`config.mk`:
```
export PLATFORM = sky130hd
export DESIGN_NAME = rx_ring_with_realtime_filter_top
export DESIGN_NICKNAME = d
export VERILOG_FILES = /design/src/rtl/rxrf_pkg.sv /design/src/rtl/rx_ring_with_realtime_filter_top.sv /design/src/rtl/rxrf_front.sv /design/src/rtl/rxrf_cmdq.sv /design/src/rtl/rxrf_back.sv
export SDC_FILE = /design/constraint.sdc
export NUM_CORES = 1
export LEC_CHECK = 0
export BUFFER_PORTS_ARGS = -buffer_cell sky130_fd_sc_hd__buf_2
export CAP_MARGIN = 20
export CORE_MARGIN = 3
export CORE_UTILIZATION = 40
export DETAILED_ROUTE_END_ITERATION = 8
export GPL_TIMING_DRIVEN = 0
export PLACE_DENSITY = 0.64
export SLEW_MARGIN = 20
export SYNTH_ARGS = -nofsm -noshare
export SYNTH_HDL_FRONTEND = slang
export SYNTH_HIERARCHICAL = 1
export SYNTH_SLANG_ARGS = --single-unit
```
`constraint.sdc`:
```
create_clock -name clk -period 4.6 [get_ports clk]
set_input_delay 0.23 -clock clk [delete_from_list [all_inputs] [get_ports clk]]
set_output_delay 0.23 -clock clk [all_outputs]
set_load 0.02 [all_outputs]
```
`src/rtl/rxrf_pkg.sv`:
```
// Shared types and constants for the receive ring with realtime command filter.
`default_nettype none
package rxrf_pkg;

  localparam int BYTE_W    = 8;
  localparam int CNT_OUT_W = 7;
  localparam int NUM_CODES = 5;
  localparam int CFG_IDX_W = 3;

  typedef enum logic [1:0] {
    OP_PUSH  = 2'd0,
    OP_POP   = 2'd1,
    OP_FLUSH = 2'd2,
    OP_NOP   = 2'd3
  } op_e;

  typedef enum logic [CFG_IDX_W-1:0] {
    REG_STATUS = 3'd0,
    REG_START  = 3'd1,
    REG_HOLD   = 3'd2,
    REG_DOOR   = 3'd3,
    REG_ABORT  = 3'd4
  } reg_idx_e;

  // request bit positions, also the priority order of the code compare
  localparam int REQ_STATUS = 0;
  localparam int REQ_START  = 1;
  localparam int REQ_HOLD   = 2;
  localparam int REQ_DOOR   = 3;
  localparam int REQ_ABORT  = 4;

  localparam logic [BYTE_W-1:0] STATUS_CODE_RST = 8'd63;
  localparam logic [BYTE_W-1:0] START_CODE_RST  = 8'd126;
  localparam logic [BYTE_W-1:0] HOLD_CODE_RST   = 8'd33;
  localparam logic [BYTE_W-1:0] DOOR_CODE_RST   = 8'd132;
  localparam logic [BYTE_W-1:0] ABORT_CODE_RST  = 8'd24;

  localparam logic [BYTE_W-1:0] EMPTY_BYTE = 8'hFF;

  typedef struct packed {
    logic [1:0]        opcode;
    logic [BYTE_W-1:0] rx_byte;
  } in_t;

  typedef struct packed {
    logic [BYTE_W-1:0]    read_data;
    logic                 read_empty;
    logic [CNT_OUT_W-1:0] fill_count;
    logic [CNT_OUT_W-1:0] free_space;
    logic                 dropped;
    logic                 status_req;
    logic                 start_req;
    logic                 hold_req;
    logic                 door_req;
    logic                 abort_req;
  } out_t;

  typedef enum logic [2:0] {
    CMD_STORE,
    CMD_REQ,
    CMD_POP,
    CMD_FLUSH,
    CMD_NOP
  } cmd_kind_e;

  typedef struct packed {
    cmd_kind_e            kind;
    logic [BYTE_W-1:0]    data;
    logic [NUM_CODES-1:0] req;
  } cmd_t;

  typedef enum logic {
    BK_IDLE,
    BK_POP
  } bk_state_e;

endpackage
`default_nettype wire

```
`src/rtl/rx_ring_with_realtime_filter_top.sv`:
```
// Receive byte ring with realtime command filter, top level.
// Path: an accepted item goes into the command queue, then the back end registers the
// result and raises out_valid. Throughput: one item per cycle while out_ready allows;
// a pop that finds data holds the back end in BK_POP: the ring read port is registered.
// Reset (rst, synchronous): pointers and fill count cleared, codes back to defaults;
// stored bytes are not cleared and no clearing pass runs.
`default_nettype none
module rx_ring_with_realtime_filter_top #(
  parameter int DEPTH = 128
) (
  input  wire logic                           clk,
  input  wire logic                           rst,
  input  wire logic                           in_valid,
  output logic                                in_ready,
  input  wire rxrf_pkg::in_t                  in_data,
  output logic                                out_valid,
  input  wire logic                           out_ready,
  output rxrf_pkg::out_t                      out_data,
  input  wire logic                           cfg_valid,
  output logic                                cfg_ready,
  input  wire logic [rxrf_pkg::CFG_IDX_W-1:0] cfg_index,
  input  wire logic [rxrf_pkg::BYTE_W-1:0]    cfg_data
);
  import rxrf_pkg::*;

  logic fq_valid;
  logic fq_ready;
  cmd_t fq_data;
  logic qb_valid;
  logic qb_ready;
  cmd_t qb_data;

  rxrf_front u_front (
    .clk       (clk),
    .rst       (rst),
    .in_valid  (in_valid),
    .in_ready  (in_ready),
    .in_data   (in_data),
    .cfg_valid (cfg_valid),
    .cfg_ready (cfg_ready),
    .cfg_index (cfg_index),
    .cfg_data  (cfg_data),
    .cmd_valid (fq_valid),
    .cmd_ready (fq_ready),
    .cmd_data  (fq_data)
  );

  rxrf_cmdq u_cmdq (
    .clk       (clk),
    .rst       (rst),
    .in_valid  (fq_valid),
    .in_ready  (fq_ready),
    .in_data   (fq_data),
    .out_valid (qb_valid),
    .out_ready (qb_ready),
    .out_data  (qb_data)
  );

  rxrf_back #(
    .DEPTH (DEPTH)
  ) u_back (
    .clk       (clk),
    .rst       (rst),
    .cmd_valid (qb_valid),
    .cmd_ready (qb_ready),
    .cmd_data  (qb_data),
    .out_valid (out_valid),
    .out_ready (out_ready),
    .out_data  (out_data)
  );

endmodule
`default_nettype wire

```
`src/rtl/rxrf_front.sv`:
```
// Front end: realtime code registers and classification of incoming items.
`default_nettype none
module rxrf_front (
  input  wire logic                                   clk,
  input  wire logic                                   rst,
  input  wire logic                                   in_valid,
  output logic                                        in_ready,
  input  wire rxrf_pkg::in_t                          in_data,
  input  wire logic                                   cfg_valid,
  output logic                                        cfg_ready,
  input  wire logic [rxrf_pkg::CFG_IDX_W-1:0]         cfg_index,
  input  wire logic [rxrf_pkg::BYTE_W-1:0]            cfg_data,
  output logic                                        cmd_valid,
  input  wire logic                                   cmd_ready,
  output rxrf_pkg::cmd_t                              cmd_data
);
  import rxrf_pkg::*;

  logic [BYTE_W-1:0]    codes [NUM_CODES];
  logic [NUM_CODES-1:0] hit;
  logic [NUM_CODES-1:0] req;

  assign cfg_ready = 1'b1;

  always_ff @(posedge clk) begin
    if (rst) begin
      codes[REQ_STATUS] <= STATUS_CODE_RST;
      codes[REQ_START]  <= START_CODE_RST;
      codes[REQ_HOLD]   <= HOLD_CODE_RST;
      codes[REQ_DOOR]   <= DOOR_CODE_RST;
      codes[REQ_ABORT]  <= ABORT_CODE_RST;
    end else if (cfg_valid) begin
      case (cfg_index)
        REG_STATUS: codes[REQ_STATUS] <= cfg_data;
        REG_START:  codes[REQ_START]  <= cfg_data;
        REG_HOLD:   codes[REQ_HOLD]   <= cfg_data;
        REG_DOOR:   codes[REQ_DOOR]   <= cfg_data;
        REG_ABORT:  codes[REQ_ABORT]  <= cfg_data;
        default: ;
      endcase
    end
  end

  // first matching code wins
  always_comb begin
    for (int i = 0; i < NUM_CODES; i++) begin
      hit[i] = (in_data.rx_byte == codes[i]);
    end
    req = hit & ~(hit - NUM_CODES'(1)) ;
  end

  assign in_ready  = cmd_ready;
  assign cmd_valid = in_valid;

  always_comb begin
    cmd_data.data = in_data.rx_byte;
    cmd_data.req  = '0;
    case (in_data.opcode)
      OP_PUSH: begin
        if (hit != '0) begin
          cmd_data.kind = CMD_REQ;
          cmd_data.req  = req;
        end else begin
          cmd_data.kind = CMD_STORE;
        end
      end
      OP_POP:   cmd_data.kind = CMD_POP;
      OP_FLUSH: cmd_data.kind = CMD_FLUSH;
      default:  cmd_data.kind = CMD_NOP;
    endcase
  end

endmodule
`default_nettype wire

```
`src/rtl/rxrf_cmdq.sv`:
```
// Two-entry command queue between front end and buffer back end.
`default_nettype none
module rxrf_cmdq (
  input  wire logic           clk,
  input  wire logic           rst,
  input  wire logic           in_valid,
  output logic                in_ready,
  input  wire rxrf_pkg::cmd_t in_data,
  output logic                out_valid,
  input  wire logic           out_ready,
  output rxrf_pkg::cmd_t      out_data
);
  import rxrf_pkg::*;

  cmd_t       entries [2];
  logic       wr_sel;
  logic       rd_sel;
  logic [1:0] count;
  logic       push;
  logic       pop;

  assign in_ready  = (count != 2'd2);
  assign out_valid = (count != 2'd0);
  assign out_data  = entries[rd_sel];
  assign push      = in_valid && in_ready;
  assign pop       = out_valid && out_ready;

  always_ff @(posedge clk) begin
    if (rst) begin
      wr_sel <= 1'b0;
      rd_sel <= 1'b0;
      count  <= 2'd0;
    end else begin
      if (push) begin
        wr_sel <= ~wr_sel;
      end
      if (pop) begin
        rd_sel <= ~rd_sel;
      end
      case ({push, pop})
        2'b10:   count <= count + 2'd1;
        2'b01:   count <= count - 2'd1;
        default: ;
      endcase
    end
  end

  always_ff @(posedge clk) begin
    if (push) begin
      entries[wr_sel] <= in_data;
    end
  end

endmodule
`default_nettype wire

```
`src/rtl/rxrf_back.sv`:
```
// Back end: byte ring storage, pointers, fill count and result register.
`default_nettype none
module rxrf_back #(
  parameter int DEPTH = 128
) (
  input  wire logic           clk,
  input  wire logic           rst,
  input  wire logic           cmd_valid,
  output logic                cmd_ready,
  input  wire rxrf_pkg::cmd_t cmd_data,
  output logic                out_valid,
  input  wire logic           out_ready,
  output rxrf_pkg::out_t      out_data
);
  import rxrf_pkg::*;

  localparam int PW = $clog2(DEPTH);
  localparam int XW = (PW + 1 > CNT_OUT_W) ? PW + 1 : CNT_OUT_W;
  localparam logic [PW-1:0] LAST = PW'(DEPTH - 1);
  localparam logic [PW-1:0] FULL = PW'(DEPTH - 1);

  logic [BYTE_W-1:0] byte_store [DEPTH];
  logic [BYTE_W-1:0] mem_q;

  bk_state_e state, state_next;
  logic [PW-1:0] write_ptr, write_ptr_next;
  logic [PW-1:0] read_ptr, read_ptr_next;
  logic [PW-1:0] count, count_next;
  logic          mem_we;
  logic          mem_re;
  logic          load;
  out_t          res;
  logic [XW-1:0] fill_x;
  logic [XW-1:0] free_x;

  always_ff @(posedge clk) begin
    if (mem_we) begin
      byte_store[write_ptr] <= cmd_data.data;
    end
    if (mem_re) begin
      mem_q <= byte_store[read_ptr];
    end
  end

  always_ff @(posedge clk) begin
    if (rst) begin
      state     <= BK_IDLE;
      write_ptr <= '0;
      read_ptr  <= '0;
      count     <= '0;
    end else begin
      state     <= state_next;
      write_ptr <= write_ptr_next;
      read_ptr  <= read_ptr_next;
      count     <= count_next;
    end
  end

  always_comb begin
    state_next     = state;
    write_ptr_next = write_ptr;
    read_ptr_next  = read_ptr;
    count_next     = count;
    cmd_ready      = 1'b0;
    mem_we         = 1'b0;
    mem_re         = 1'b0;
    load           = 1'b0;
    res            = '0;
    res.read_data  = EMPTY_BYTE;
    case (state)
      BK_IDLE: begin
        cmd_ready = !out_valid || out_ready;
        if (cmd_valid && cmd_ready) begin
          case (cmd_data.kind)
            CMD_STORE: begin
              load = 1'b1;
              if (count == FULL) begin
                res.dropped = 1'b1;
              end else begin
                mem_we         = 1'b1;
                write_ptr_next = (write_ptr == LAST) ? '0 : write_ptr + PW'(1);
                count_next     = count + PW'(1);
              end
            end
            CMD_REQ: begin
              load           = 1'b1;
              res.status_req = cmd_data.req[REQ_STATUS];
              res.start_req  = cmd_data.req[REQ_START];
              res.hold_req   = cmd_data.req[REQ_HOLD];
              res.door_req   = cmd_data.req[REQ_DOOR];
              res.abort_req  = cmd_data.req[REQ_ABORT];
            end
            CMD_POP: begin
              if (count == '0) begin
                load           = 1'b1;
                res.read_empty = 1'b1;
              end else begin
                // read data comes back next cycle
                mem_re        = 1'b1;
                read_ptr_next = (read_ptr == LAST) ? '0 : read_ptr + PW'(1);
                count_next    = count - PW'(1);
                state_next    = BK_POP;
              end
            end
            CMD_FLUSH: begin
              load          = 1'b1;
              read_ptr_next = write_ptr;
              count_next    = '0;
            end
            default: load = 1'b1;
          endcase
        end
      end
      BK_POP: begin
        // result slot is always free here: it was free when the pop was taken
        load          = 1'b1;
        res.read_data = mem_q;
        state_next    = BK_IDLE;
      end
      default: state_next = BK_IDLE;
    endcase
    fill_x         = XW'(count_next);
    free_x         = XW'(FULL - count_next);
    res.fill_count = fill_x[CNT_OUT_W-1:0];
    res.free_space = free_x[CNT_OUT_W-1:0];
  end

  always_ff @(posedge clk) begin
    if (rst) begin
      out_valid <= 1'b0;
    end else if (load) begin
      out_valid <= 1'b1;
    end else if (out_ready) begin
      out_valid <= 1'b0;
    end
  end

  always_ff @(posedge clk) begin
    if (load) begin
      out_data <= res;
    end
  end

endmodule
`default_nettype wire

```
Word level (Yosys, flattened, before mapping)
Memories as Yosys holds them, arrays and structs flattened. A register that Yosys moved wholly into a read port is not among the register bits. Cells that the tools add are included.

Add/sub/neg operators: 8. Equality and inequality tests: 21. Multiplexer cells: 64. Bitwise operators: 15. Reductions and logical operators: 19.

Operators with widths (count): two-way mux 7 bit (7); two-way mux 1 bit (44); equality test 8 bit (5); two-way mux 8 bit (5); adder 7 x 1 -> 7 bit, second input constant (3); equality test 7 bit, second input constant (3); case mux 7 bit (3 select lines) (1); case mux 7 bit (2 select lines) (1); equality test 3 x 2 -> 1 bit, second input constant (4); two-way mux 5 bit (2); case mux 3 bit (3 select lines) (1); OR reduction 3 bit (3); inverter 1 bit (8); AND reduction 4 bit (2); nonzero test 2 bit (4); zero test 7 bit (1); subtractor 7 x 1 -> 7 bit, second input constant (1); subtractor 7 bit, first input constant (1); equality test 3 x 1 -> 1 bit, second input constant (2); zero test 3 bit (2); bitwise AND 5 bit (1); inverter 5 bit (1); bitwise OR 1 bit (5); nonzero test 5 bit (1); other kinds (13) (19).

Register bits after elaboration: 56. Memory bits (writable): 1096. Output and inout port bits: 32. Logic and storage cells: 148. Memories kept: 3.

Memory list: u_back.byte_store (depth 128, bits a word 8, read ports 1, clocked after memory_dff 1, write ports 1, line rxrf_back.sv:22) `logic [BYTE_W-1:0] byte_store [DEPTH];`; u_front.codes (depth 5, bits a word 8, read ports 5, clocked after memory_dff 0, write ports 5, line rxrf_front.sv:19) `logic [BYTE_W-1:0] codes [NUM_CODES];`; u_cmdq.entries (depth 2, bits a word 16, read ports 1, clocked after memory_dff 1, write ports 1, line rxrf_cmdq.sv:15) `cmd_t entries [2];`.

Longest topological paths before layout
Gate-level depths: netlist of run 1.

Depth after elaboration: 7. Gate-level depth with buffers: 11. Mapped depth without buffers: 7.

Hierarchy
Netlist of run 1, hierarchy kept.

Modules (own cells, without submodules): rxrf_back (instances 1, cells each 2214, area each 42891.1 um2, seq. area each 32321.0 um2); rxrf_front (instances 1, cells each 161, area each 2085.8 um2, seq. area each 1201.2 um2); rxrf_cmdq (instances 1, cells each 74, area each 1373.8 um2, seq. area each 1061.0 um2).

Worst setup path after synthesis of run 1
No wires, ideal clock.

Path type: reg-to-reg. Start point: register with a tool-made name. End point: register u_back/out_data[0] (netlist name). Setup time: 455 ps. Arrival: 3729 ps. Setup slack: 416 ps. Stages on the path, launching flop included: 10. Buffers on the path: 4. Cells stage by stage: dfxtp_1 -> buf_2 -> buf_2 -> mux2_2 -> clkbuf_1 -> nand2b_1 -> a211o_1 -> clkbuf_1 -> nand2_1 -> o21ai_0.

==> results of run 1 <==
-- worst paths after layout --
| check | end | start | cells after the start |
|---|---|---|---|
| max reg2reg | u_back/byte_store[87][7]$_DFFE_PP_ | register | 10 |
| min | u_front/codes[0][27]$_DFFE_PP_ | cfg_valid | 2 |
| min reg2reg | u_cmdq/count[1]$_SDFFE_PP0P_ | u_cmdq/count[1]$_SDFFE_PP0P_ | 2 |
| max | u_back/byte_store[87][7]$_DFFE_PP_ | register | 10 |
-- logic make-up after synthesis --
logic type | count (synthesis) | synth area share [%]
flip-flops | 1161 | 74.6
AND/OR/NAND/NOR | 419 | 4.44
multiplexers | 371 | 13.2
AO/OA/AOI/OAI | 267 | 4.26
buffers and inverters | 175 | 2.32
XOR/XNOR | 47 | 0.904
adder cells (fa/ha/maj) | 8 | 0.216
other | 1 | 0.00809
-- critical path, cell delays in order, from the launching register on --
cell	delay [ns]
dfxtp_1	0.31
buf_2	0.26
buf_2	0.37
mux2_2	0.37
clkbuf_1	0.20
nor3_1	0.39
o21ai_1	0.26
clkbuf_1	0.32
nor2_2	0.38
nand3_1	0.48
nor2_1	0.86
-- per-layer routing --
| metal | vias up | wire, um | global-route usage, % |
|---|---|---|---|
| met5 | - | 30 | 0 |
| met4 | 4 | 6990 | 10.8 |
| met1 | 13374 | 49900 | 28.7 |
| met3 | 310 | 14100 | 5.16 |
| li1 | 10323 | - | - |
| met2 | 1541 | 64100 | 35.5 |
-- cell usage in the layout (no fill, tap or decap), types with 15 or more instances in the layout --
cell and instances:
nor2b_1 26, clkinv_1 23, nand3_1 24, o221ai_1 18
buf_6 23, mux2i_1 155, nand2_1 56, inv_1 17
clkbuf_16 116, or3_1 18, and2_1 15, a22oi_1 33
edfxtp_1 1133, nor2_4 18, clkbuf_1 84, nor2_2 72
o22ai_1 24, mux4_2 191, dlygate4sd3_1 23, buf_2 83
a211oi_1 31, buf_4 42, xor2_1 25, bufinv_16 15
a21oi_1 41, nor2_1 83, nand2b_1 25, xnor2_1 21
o21ai_0 15, mux2_2 17, dfxtp_1 28, a22o_1 19
-- flip-flops by register name (all words and copies together) (netlist names), named ones only --
register,cells
u_back/count,7
u_cmdq/count,2
u_cmdq/rd_sel,1
u_front/codes,40
u_back/out_data,29
u_back/out_valid,1
u_back/byte_store,1024
u_back/mem_q,8
u_back/write_ptr,7
u_back/state,1
u_cmdq/wr_sel,1
u_back/read_ptr,7
u_cmdq/entries,32
-- timing repair --
action,in CTS,in global routing
hold buffers,23,0
endpoints found under the hold margin,68,0
setup buffers,1,4
pin swaps,2,3
setup endpoints to repair,242,628
resized for setup,30,80
-- power by group --
part	internal, mW	switching (mW)
clock network	5.50	3.92
logic	1.21	2.83
registers	12.8	0.0684
-- through the flow --
stage	worst slack, ns	setup TNS, ns
floorplan	0.416	0
global placement	-1.80	-52.19
detailed placement	-0.202	-18.68
CTS	-0.234	-12.27
global route	-0.254	-22.37
finish	0.0104	0
-- layout make-up --
class                      instances  area [um^2]  area share, %
sequential                      1161        34600           65.0
clock inverter                    60          712           1.34
timing repair buffer              84          731           1.37
multi-input combinational       1113        11200           21.0
clock buffer                     152         3060           5.75
inverter                          17         63.8          0.120
tap                             1512         1890           3.55
buffer                           158         1020           1.91
==> reports/metrics.yaml, run 1 <==
sta:
  whs_ns: 0.110
  skew_ns: 0.0287
  fmax_ghz: 0.218
  drv_slew: 0
  max_slew_margin_pct: 18.8
  rsz0062_at_grt: "true"
  period_needed_ns: 4.59
  hold_violations: 0
  fin_crit_sh_pct: 99.8
  finalSetupViolations: 0
  worstMarginPinSlew_ns: 1.22
global_route:
  overflow: 0
  grt_max_degree: 129
  grt_pass1_wl_um: 189000
  antenna_found_initial: 4
  first_global_vias: 25365
  track_usage_pct: 22.2
placed_design:
  port_buffers: 47
  dp_hpwl_um: 88500
  post_dp_cell_area_um2: 48900
  gp_congestion: 0.924
  dp_cells: 4017
worst_hold_path:
  holdCritPathClass: "input pin to register"
worst_setup_path:
  critPathCaptureType: "register"
  cp_data_required_time_ns: 4.92
  arrival_ns: 4.91
  reg2reg_slack_ns: 0.01
  critical_path_class: "register to register"
  cp_max_fo: 10
  critPathLaunchType: "register"
logic_synthesis:
  netlist.area_leader.share_pct: 73.4
  synth_edf_count: 1133
  ys_async_sr_fraction_pct: 0
  ys.flop_type: "edfxtp_1"
  syn_area_per_cell_um2: 18.9
  synth_nets: 2483
  yosys_warnings: 6
  syn_area_um2: 46400
  synthTopCellsByArea: "edfxtp_1 (73%), mux4_2 (9.3%), mux2i_1 (3.3%)"
  synth_top_area_cell: "edfxtp_1"
  ys_types: 81
  post-synth-top-count-cell: "edfxtp_1"
  syn_inst: 2449
  yosys-top-cells-count: "edfxtp_1 (1133), mux4_2 (191), nor2_1 (171)"
  synth_seq_cells: 1161
  ys_seq_area_share_pct: 74.6
clocking:
  cts_sinks: 1161
  path_clk_slew_ns: 0.06
  cts_buffers: 114
  cts_tree: "yes"
  h-tree-depth: 3
  root_buffer: "clkbuf_16"
  ctsLongestPathBuffers: 3
  clk_latency_ns: 0.71
detailed_routing:
  postRouteWirelength_um: 135000
  vias_per_cell: 6.00
  dr.pass1.iters: 6
  drtAntennaViolNets: 0
  wl_per_cell_um: 31.7
  via_count: 25552
  drc_errors: 0
  drtIter0Drc: 3424
cells_and_area:
  final_cells: 4257
  post-route-cell-area_um2: 53200
  fin_util_pct: 46.4
  diodes: 0
  final_nets: 2683
  area_growth_pct: 14.8
  drive_above_1_share_pct: 24.1
  fill_cells: 9480
floorplanning:
  fp.coreArea_um2: 115000
  die_y_um: 346
  io_pins: 58
  die_w_um: 346
  start_util_pct: 40.4
  num_rows: 124
  die_area_um2: 120000
pwr:
  p_leak_nw: 16.1
  ir_drop_uv: 418
  p_total_mw: 26.3
  p_per_area_nw_per_um2: 494
outcome:
  status: "finished clean"
job:
  maxCapViolCount: 0
No activity file was read; power rests on OpenSTA's default activity.
==> inputs of run 2 (changes only) <==
- CTS_CLUSTER_SIZE: unset -> 12
- MAX_ROUTING_LAYER: unset -> met4
==> run 2 against run 1 <==
Compared with the run above:
- the run now ends with capacitance limit, slew limit, setup timing left
- first-iteration DRC count barely moved
- clock skew rose by 0.016 ns
- fmax fell by 1.5%
- critical path type unchanged
- critical endpoint is now u_back/byte_store[17][0]$_DFFE_PP_
==> reports/metrics.yaml, run 2 (synthesized netlist as in run 1, its figures left out) <==
outcome:
  status: "finished, violations left"
  failed_checks: "capacitance limit, slew limit, setup timing"
clocking:
  root_buffer: "clkbuf_16"
  h-tree-depth: 3  # unchanged
  cts_sinks: 1161  # unchanged
  clk_latency_ns: 0.73  # +0.02 ns
  cts_tree: "yes"
  path_clk_slew_ns: 0.06  # about the same
  cts_buffers: 114  # unchanged
  ctsLongestPathBuffers: 3  # unchanged
global_route:
  antenna_found_initial: 7  # +3
  grt_max_degree: 129  # unchanged
  overflow: 0  # unchanged
  track_usage_pct: 23.1  # +0.92 points
  grt_pass1_wl_um: 191000  # +0.92%
  first_global_vias: 25533  # +0.66%
detailed_routing:
  drtIter0Drc: 3426  # +0.058%
  drtAntennaViolNets: 0  # unchanged
  vias_per_cell: 6.06  # +0.95%
  dr.pass1.iters: 8  # +2
  via_count: 25655  # +0.40%
  drc_errors: 0  # unchanged
  wl_per_cell_um: 32.3  # +1.8%
  postRouteWirelength_um: 137000  # +1.3%
sta:
  rsz0062_at_grt: "true"
  skew_ns: 0.0445  # +0.0159 ns
  period_needed_ns: 4.66  # +0.0698 ns
  setup_tns_ns: -0.588  # -0.588 ns
  worst_slack_ns: -0.0594  # -0.0698 ns
  fin_crit_sh_pct: 101  # +1.5 points
  max_slew_margin_pct: -7.53  # -26 points
  drv_slew: 11  # +11
  whs_ns: 0.112  # +0.00181 ns
  worstMarginPinSlew_ns: 1.61  # +0.395 ns
  hold_violations: 0  # unchanged
  fmax_ghz: 0.215  # -1.5%
  finalSetupViolations: 24  # +24
floorplanning:
  die_w_um: 346  # unchanged
  start_util_pct: 40.4  # unchanged
  die_y_um: 346  # unchanged
  die_area_um2: 120000  # unchanged
  fp.coreArea_um2: 115000  # unchanged
  io_pins: 58  # unchanged
  num_rows: 124  # unchanged
placed_design:
  port_buffers: 47  # unchanged
  dp_hpwl_um: 89500  # +1.2%
  post-place-ws_ns: -0.0876  # +0.115 ns
  gp_congestion: 0.929  # +0.60%
cells_and_area:
  final_cell_mix: "edfxtp_1 (1133), mux4_2 (191), mux2i_1 (155), clkbuf_16 (117), buf_2 (84)"
  regMostFlops: "u_back/byte_store"
  fin_util_pct: 46.0  # -0.38 points
  reg_top3: "u_back/byte_store x1024, u_front/codes x40, u_cmdq/entries x32"
  final_nets: 2687  # +0.15%
  largest_register_ffs: 1024  # unchanged
  area_growth_pct: 13.9
  drive_above_1_share_pct: 23.9  # -0.21 points
  final_common_cell: "edfxtp_1"
pwr:
  p_leak_nw: 15.9  # -1.3%
  ir_drop_uv: 386  # -7.8%
  switchingPower_mw: 6.72  # -1.5%
  combinationalPowerShare_pct: 16.1  # +0.7 points
  p_int_mw: 18.7  # -4.1%
  p_sw_share_pct: 26.5  # +0.53 points
  clkPwrFrac_pct: 33.4  # -2.5 points
  p_per_area_nw_per_um2: 481  # -2.7%
  p_seq_share_pct: 50.5  # +1.7 points
  p_total_mw: 25.4  # -3.4%
worst_setup_path:
  cp_data_required_time_ns: 4.92  # about the same
  crit_path_frequent_cell: "clkbuf_1"
  critical_path_class: "register to register"
  arrival_ns: 4.98  # +0.07 ns
  cp_max_fo: 10  # unchanged
  crit_chain: "buf_2 > buf_2 > mux2_2 > clkbuf_1 > nor3_1 > o21ai_1 > clkbuf_1 > or3_1 > clkbuf_1 > nor2_1"
  critPathLaunchType: "register"
  critPathMaxStageDelay_ns: 0.90  # +0.04 ns
  crit_path_top_delay_cell: "nor2_1"
  critPathCaptureType: "register"
job:
  maxCapViolCount: 1  # +1
worst_hold_path:
  holdCritPathClass: "input pin to register"
## run 2: final cells by class
type	count	area [um^2]
repair buffers	89	776
plain buffers	157	1010
clock inverters	31	205
inverters	17	63.8
well taps	1512	1890
clock buffers	151	3090
flip-flops and latches	1161	34600
multi-input cells	1113	11200
fillers	9507	61900
diodes	3	7.51
## run 2: worst paths after layout
path | startpoint | to | slack [ns] | cells after the start
worst max register to register | register | u_back/byte_store[17][0]$_DFFE_PP_ | -0.06 | 10
worst max-delay path | register | u_back/byte_store[17][0]$_DFFE_PP_ | -0.06 | 10
worst min register to register | u_cmdq/count[1]$_SDFFE_PP0P_ | u_cmdq/count[1]$_SDFFE_PP0P_ | 0.54 | 2
worst min-delay path | in_data[6] | u_cmdq/entries[0][3]$_DFFE_PP_ | 0.11 | 6
## run 2: critical path: cells and delay by family (launching register included)
family | cells | cell delay [ns]
compound gates | 1 | 0.25
mux | 1 | 0.38
flops | 1 | 0.30
simple gates | 3 | 1.71
buf+inv | 5 | 1.63
## run 2: power groups by stage
stage	Combinational [mW]	Sequential, mW	Clock (mW)
CTS	4.06	12.8	8.61
global route	4.25	12.8	9.02
floorplan	2.08	13.1	0
global placement	3.63	13.2	0
finish	4.08	12.8	8.48
detailed placement	4.04	13.0	0
## run 2: timing repair
action	CTS	global route
endpoints found under the hold margin	68	0
buffers inserted	0	9
hold buffers	23	0
pin swaps	0	8
gates resized for setup	15	96
setup endpoints to repair	138	769
## run 2: through the flow
| stage | instance area, um^2 | instances |
|---|---|---|
| 3_3_place_gp | 48500 | 4008 |
| 2_1_floorplan | 46400 | 2449 |
| 5_1_grt | 52800 | 4232 |
| 3_5_place_dp | 48900 | 4018 |
| 6_report | 52800 | 4234 |
| 4_1_cts | 52400 | 4223 |
## run 2: routing by layer
layer / track usage [%] / vias to the layer above / share of wire [%]
met5: - / - / 0
met4: 9.85 / 0 / 4.6
met3: 5.16 / 334 / 11
met2: 36.4 / 1551 / 48
met1: 29.0 / 13473 / 37
li1: - / 10297 / -
